**src/rtl/sukt_pkg.sv**
```systemverilog
// shared types and codes for the sorted unique-key table
// no dependencies
package sukt_pkg;

  localparam int unsigned KeyW      = 34;
  localparam int unsigned PayloadW  = 32;
  localparam int unsigned CountOutW = 7;

  typedef enum logic [1:0] {
    KIND_INSERT = 2'd0,
    KIND_REMOVE = 2'd1,
    KIND_SEARCH = 2'd2,
    KIND_CLEAR  = 2'd3
  } kind_e;

  typedef enum logic [1:0] {
    ST_OK      = 2'd0,
    ST_DUP     = 2'd1,
    ST_MISSING = 2'd2,
    ST_FULL    = 2'd3
  } status_e;

  typedef struct packed {
    logic [KeyW-1:0]     key;
    logic [PayloadW-1:0] payload;
  } entry_t;

endpackage

```
**src/rtl/sorted_unique_key_table.sv**
```systemverilog
// top level of the sorted unique-key table: one entry memory and its walking sequencer
// depends on sukt_pkg
//
// A request word is taken when start is high and busy is low. Entries are
// kept in one single-port-read memory, sorted by key with the largest at
// entry 0. Insert, remove and search walk the memory from entry 0, one entry
// a cycle, and insert and remove shift the later entries up or down as they
// go. Clear empties the table without a walk. busy is high for the whole walk
// and falls in the cycle the result is shown, so the next word may be accepted
// then. Each result word stands on status_o, found_payload_o and entry_count_o
// for exactly one cycle, marked by done_o; the receiver cannot hold it off and
// must take it in that cycle. The memory needs no clearing pass after reset:
// only entries below the count ever take part in a result.
module sorted_unique_key_table #(
  parameter int unsigned CAPACITY = 64
) (
  input  logic                           clk_i,
  input  logic                           rst_ni,
  input  logic                           start,
  output logic                           busy,
  input  logic [1:0]                     kind_i,
  input  logic [sukt_pkg::KeyW-1:0]      key_i,
  input  logic [sukt_pkg::PayloadW-1:0]  payload_i,
  output logic                           done_o,
  output logic [1:0]                     status_o,
  output logic [sukt_pkg::PayloadW-1:0]  found_payload_o,
  output logic [sukt_pkg::CountOutW-1:0] entry_count_o
);

  localparam int unsigned IW = (CAPACITY > 1) ? $clog2(CAPACITY) : 1;
  localparam int unsigned CW = $clog2(CAPACITY + 1);

  typedef enum logic [1:0] {
    S_IDLE,
    S_SCAN,
    S_SHIFT_UP,
    S_SHIFT_DN
  } state_e;

  state_e                           state_q;
  sukt_pkg::kind_e                  kind_q;
  logic [sukt_pkg::KeyW-1:0]        key_q;
  logic [sukt_pkg::PayloadW-1:0]    pay_q;
  logic [CW-1:0]                    count_q;
  logic [CW-1:0]                    idx_q;     // entry whose data sits in rdata_q
  sukt_pkg::entry_t                 carry_q;   // entry displaced by an insert
  logic                             done_q;
  sukt_pkg::status_e                status_q;
  logic [sukt_pkg::PayloadW-1:0]    found_q;

  // entry memory
  sukt_pkg::entry_t mem_q [CAPACITY];
  sukt_pkg::entry_t rdata_q;

  logic [CW-1:0]    idx_nxt;
  logic [IW-1:0]    rd_addr;
  logic             wr_en;
  logic [IW-1:0]    wr_addr;
  sukt_pkg::entry_t wr_data;
  sukt_pkg::entry_t new_entry;

  logic at_end;   // walked past the last held entry
  logic full;
  logic hit;      // entry under the walk holds the request key
  logic below;    // entry under the walk has a smaller key: insert point
  logic last;     // entry under the walk is the last held one

  assign idx_nxt   = idx_q + CW'(1);
  assign at_end    = (idx_q == count_q);
  assign full      = (count_q == CW'(CAPACITY));
  assign hit       = (rdata_q.key == key_q);
  assign below     = (rdata_q.key < key_q);
  assign last      = (idx_nxt == count_q);
  assign new_entry = '{key: key_q, payload: pay_q};

  // read the next entry each cycle; entry 0 while waiting for a request
  assign rd_addr = (state_q == S_IDLE) ? '0 : idx_nxt[IW-1:0];

  // write port: place the new entry, push the carried one up, or pull one down
  always_comb begin
    wr_en   = 1'b0;
    wr_addr = idx_q[IW-1:0];
    wr_data = new_entry;
    unique case (state_q)
      S_SCAN: begin
        if (kind_q == sukt_pkg::KIND_INSERT && !full) begin
          wr_en = at_end || (!hit && below);
        end
      end
      S_SHIFT_UP: begin
        wr_en   = 1'b1;
        wr_data = carry_q;
      end
      S_SHIFT_DN: begin
        wr_en   = 1'b1;
        wr_addr = IW'(idx_q - CW'(1));
        wr_data = rdata_q;
      end
      default: ;
    endcase
  end

  always_ff @(posedge clk_i) begin
    if (wr_en) begin
      mem_q[wr_addr] <= wr_data;
    end
    rdata_q <= mem_q[rd_addr];
  end

  always_ff @(posedge clk_i or negedge rst_ni) begin
    if (!rst_ni) begin
      state_q  <= S_IDLE;
      count_q  <= '0;
      idx_q    <= '0;
      done_q   <= 1'b0;
      status_q <= sukt_pkg::ST_OK;
      found_q  <= '0;
      kind_q   <= sukt_pkg::KIND_INSERT;
      key_q    <= '0;
      pay_q    <= '0;
      carry_q  <= '0;
    end else begin
      done_q <= 1'b0;
      unique case (state_q)
        S_IDLE: begin
          if (start) begin
            kind_q   <= sukt_pkg::kind_e'(kind_i);
            key_q    <= key_i;
            pay_q    <= payload_i;
            idx_q    <= '0;
            status_q <= sukt_pkg::ST_OK;
            found_q  <= '0;
            if (sukt_pkg::kind_e'(kind_i) == sukt_pkg::KIND_CLEAR) begin
              count_q <= '0;
              done_q  <= 1'b1;
            end else begin
              state_q <= S_SCAN;
            end
          end
        end

        S_SCAN: begin
          idx_q <= idx_nxt;
          if (at_end) begin
            // key not among the held entries
            state_q <= S_IDLE;
            done_q  <= 1'b1;
            if (kind_q == sukt_pkg::KIND_INSERT) begin
              if (full) begin
                status_q <= sukt_pkg::ST_FULL;
              end else begin
                count_q <= count_q + CW'(1);
              end
            end else begin
              status_q <= sukt_pkg::ST_MISSING;
            end
          end else begin
            unique case (kind_q)
              sukt_pkg::KIND_INSERT: begin
                if (hit) begin
                  status_q <= sukt_pkg::ST_DUP;
                  state_q  <= S_IDLE;
                  done_q   <= 1'b1;
                end else if (below) begin
                  if (full) begin
                    status_q <= sukt_pkg::ST_FULL;
                    state_q  <= S_IDLE;
                    done_q   <= 1'b1;
                  end else begin
                    carry_q <= rdata_q;
                    state_q <= S_SHIFT_UP;
                  end
                end
              end
              sukt_pkg::KIND_REMOVE: begin
                if (hit) begin
                  if (last) begin
                    count_q <= count_q - CW'(1);
                    state_q <= S_IDLE;
                    done_q  <= 1'b1;
                  end else begin
                    state_q <= S_SHIFT_DN;
                  end
                end
              end
              sukt_pkg::KIND_SEARCH: begin
                if (hit) begin
                  found_q <= rdata_q.payload;
                  state_q <= S_IDLE;
                  done_q  <= 1'b1;
                end
              end
              default: begin
                state_q <= S_IDLE;
                done_q  <= 1'b1;
              end
            endcase
          end
        end

        S_SHIFT_UP: begin
          // carried entry goes to this slot, the old one moves on
          idx_q   <= idx_nxt;
          carry_q <= rdata_q;
          if (at_end) begin
            count_q <= count_q + CW'(1);
            state_q <= S_IDLE;
            done_q  <= 1'b1;
          end
        end

        S_SHIFT_DN: begin
          idx_q <= idx_nxt;
          if (last) begin
            count_q <= count_q - CW'(1);
            state_q <= S_IDLE;
            done_q  <= 1'b1;
          end
        end

        default: state_q <= S_IDLE;
      endcase
    end
  end

  assign busy            = (state_q != S_IDLE);
  assign done_o          = done_q;
  assign status_o        = status_q;
  assign found_payload_o = found_q;
  assign entry_count_o   = sukt_pkg::CountOutW'(count_q);

endmodule
```
**config.mk**
```make
export PLATFORM = sky130hd
export DESIGN_NAME = sorted_unique_key_table
export DESIGN_NICKNAME = d
export VERILOG_FILES = /design/src/rtl/sukt_pkg.sv /design/src/rtl/sorted_unique_key_table.sv
export SDC_FILE = /design/constraint.sdc
export NUM_CORES = 2
export LEC_CHECK = 0
export BUFFER_PORTS_ARGS = -buffer_cell sky130_fd_sc_hd__buf_4
export CORE_ASPECT_RATIO = 0.6
export CORE_MARGIN = 5
export CORE_UTILIZATION = 45
export CTS_CLUSTER_DIAMETER = 200
export DETAILED_ROUTE_END_ITERATION = 10
export GPL_ROUTABILITY_DRIVEN = 1
export GPL_TIMING_DRIVEN = 1
export PLACE_DENSITY = 0.58
export SETUP_SLACK_MARGIN = 0.02
export SLEW_MARGIN = 30
export SYNTH_ARGS = -nofsm -noshare
export SYNTH_HDL_FRONTEND = slang
export SYNTH_MEMORY_MAX_BITS = 65536
export SYNTH_SLANG_ARGS = --single-unit
```
**constraint.sdc**
```tcl
create_clock -name clk_i -period 11.3 [get_ports clk_i]
set_input_delay 0.565 -clock clk_i [delete_from_list [all_inputs] [get_ports clk_i]]
set_output_delay 0.565 -clock clk_i [all_outputs]
set_load 0.01 [all_outputs]
```
==> impl_metrics.tcl <==
set metrics [dict create \
    outcome "complete, no violations" \
    ys_dominant_reg_cell "edfxtp_1" \
    clkTransAtPathRegs_ns 0.07 \
    synth_seq_area_share 0.760 \
    synth-seq-cells 4475 \
    ys_async_sr_fraction 0.0413 \
    n_fill_cell 31072 \
    synth_area_mm2 0.175 \
    viasPerCell 6.44 \
    drive_above_1_share 0.179 \
    clk_latency_ns 0.96 \
    numCtsBuffers 392 \
    grt_use_met1 0.397 \
    cts_tree "yes" \
    grt.overflow.total 0 \
    synth.avg_cell_area_um2 17.9 \
    top_usage_layer "met1" \
    final_antenna_net_count 0 \
    io_pins 114 \
    cts_root_buffer "clkbuf_16" \
    setup_viol 0 \
    hold_viol 0 \
    whs_ns 0.133 \
    r2r-start "state_q[1]" \
    antenna_found_initial 16 \
    synth-edff-count 4224 \
    grt_pass1_vias 94791 \
    crit_required_ns 12.07 \
    ys_types 73 \
    finalClockSkew_ns 0.0453 \
    crit_fanout 59 \
    worstSetupPathType "register to register" \
    die_h_um 493 \
    grt.met3_usage 0.0453 \
    yosysWarnings 0 \
    die_area_mm2 0.401 \
    syn_inst 9767 \
    period_minus_slack_ns 5.94 \
    slew_headroom 0.290 \
    grt_util_met2 0.369 \
    maxCapViolations 0 \
    setup_tns_ns 0 \
    layout.nets 10055 \
    drtPass1Iterations 6 \
    max_freq_mhz 168 \
    layout_worst_path_cycle_share 0.525 \
    wl_mm 522 \
    p_per_area_mw_per_mm2 297 \
    core_mm2 0.387 \
    drc 0 \
    ir_drop_v 0.000463 \
    dieWidth_um 814 \
    hold_class "primary input to asynchronous set/reset pin" \
    grt_first_pass_wirelength_mm 736 \
    synth_fp_nets 9877 \
    worstMarginPinSlew_ns 1.06 \
    endpoint_kind "register" \
    cts_resized 0 \
    drv_slew 0 \
    cts_sinks 4475 \
    htree_levels 5 \
    wire_per_inst_um 33.8 \
    arrival_ns 6.71 \
    crit_start "state_q[1]" \
    reg2regPathDepth 11 \
    syn2layout_area_growth_pct 12.8 \
    start_util 0.451 \
    dp_hpwl_mm 290 \
    port_buffers 113 \
    grt_use_total 0.254 \
    multi_input_area_mm2 0.0400 \
    row_count 177 \
    final-seq-area_mm2 0.133 \
    drt_iter0_drc 14125 \
    vias 99486 \
    rsz0062_at_grt "false" \
    grt_max_degree 144 \
    cp-start-kind "register" \
    gp_congestion 0.815 \
    leakagePower_nw 63.1 \
    ctsLongestPathBuffers 4 \
]
## layout make-up
type                    count  area share
clock inverters           217      0.0105
clock buffers             496      0.0545
diodes                      4   0.0000508
repair buffers            526      0.0235
well taps                5191      0.0330
inverters                  43    0.000896
multi-input cells        4507       0.203
flip-flops and latches   4475       0.674
## synthesized netlist by cell type (all sizes together), types with 132 or more instances
cell / count / area share
o2bb2ai: 267 / 0.013
edfxtp: 4224 / 0.73
a221oi: 135 / 0.0068
o21ai: 349 / 0.010
nor2: 615 / 0.013
o211ai: 133 / 0.0057
mux2i: 463 / 0.027
o22ai: 398 / 0.014
mux4: 528 / 0.068
a211oi: 135 / 0.0058
clkbuf: 540 / 0.012
o221ai: 199 / 0.010
nand2: 404 / 0.0087
buf: 202 / 0.0057
a311oi: 132 / 0.0066
a22oi: 199 / 0.0086
dfrtp: 185 / 0.027
or3: 137 / 0.0049
## metal layers
metal / vias up / routed length [µm]
met1: 52693 / 225000
met5: - / 21
met3: 737 / 52500
met4: 4 / 15000
li1: 40397 / -
met2: 5655 / 230000
## path summary, 6_finish.rpt
kind / end / slack [ns]
worst max register to register: rdata_q[40] / 5.36
worst min-delay path: carry_q[63] / 0.13
worst max-delay path: rdata_q[40] / 5.36
worst min register to register: pay_q[5] / 0.48
min in group clk_i: pay_q[29] / 0.37
max in group asynchronous: carry_q[27] / 9.48
## cells in the final DEF, fill, tap and decap left out, drive strengths merged, types with 9 or more instances in the layout
master       count
a21oi           91
clkinv         155
a22oi          199
o21ai          349
bufinv          37
xor2             9
dfxtp           66
buf            456
or3            137
nand3           17
ha              39
a221oi         135
nor3            74
o22ai          398
xnor2           11
edfxtp        4224
nand4           13
o2bb2ai        267
dlygate4sd3     70
a311oi         132
clkinvlp        17
nand2          404
mux2i          463
mux4           528
nor2           615
o31ai            9
clkbuf         496
dfrtp          185
inv             51
a211oi         135
o211ai         133
mux2            67
o221ai         199
nor2b           10
## sequential cells by signal, indices dropped and copies added, names as in the netlist
name             flops
pay_q               32
kind_q               2
done_o               1
idx_q                7
entry_count_o        7
rdata_q             66
found_payload_o     32
status_o             2
mem_q             4224
key_q               34
state_q              2
carry_q             66
## where the power goes
group	leakage [nW]	switching, mW	internal [mW]
registers	41.0	0.768	22.3
clock network	6.32	6.11	7.58
logic	15.7	15.2	6.47
total	63.1	22.1	36.4
## logic make-up after synthesis
kind of cell | count (synthesis) | share of synthesized area
AOI/OAI and AO/OA | 2078 | 0.0856
xor gates and xnor gates | 20 | 0.00100
adders and majority gates | 39 | 0.00279
buffers and inverters | 785 | 0.0182
DFF | 4475 | 0.760
muxes | 1058 | 0.0998
and+or+nand+nor | 1312 | 0.0321
## what timing repair did
item / in CTS / in global routing
setup buffers: 0 / 0
hold endpoints to repair: 124 / 0
hold buffers: 70 / 0
## stage by stage
step                       util  area [µm²]  total power, mW  cells  worst slack [ns]
after global placement    0.473      183000             44.5  14657              5.50
after global routing      0.509      197000             60.4  15455              5.37
after detailed placement  0.474      183000             45.0  14667              5.64
after floorplan               -      175000             35.6   9767              1.10
final                     0.509      197000             58.5  15459              5.36
after CTS                 0.508      197000             58.5  15450              5.61
## critical path, stage by stage, from the launching register on
cell and delay (ns):
dfrtp_4 0.76, nor2_4 0.31, buf_4 0.44, buf_4 0.69, nor2_4 0.11, buf_4 0.32
buf_4 0.41, buf_4 0.42, a211oi_1 0.83, a311oi_1 0.26, a221oi_1 0.82, o221ai_1 0.20
(Power assumes the default switching activity.)
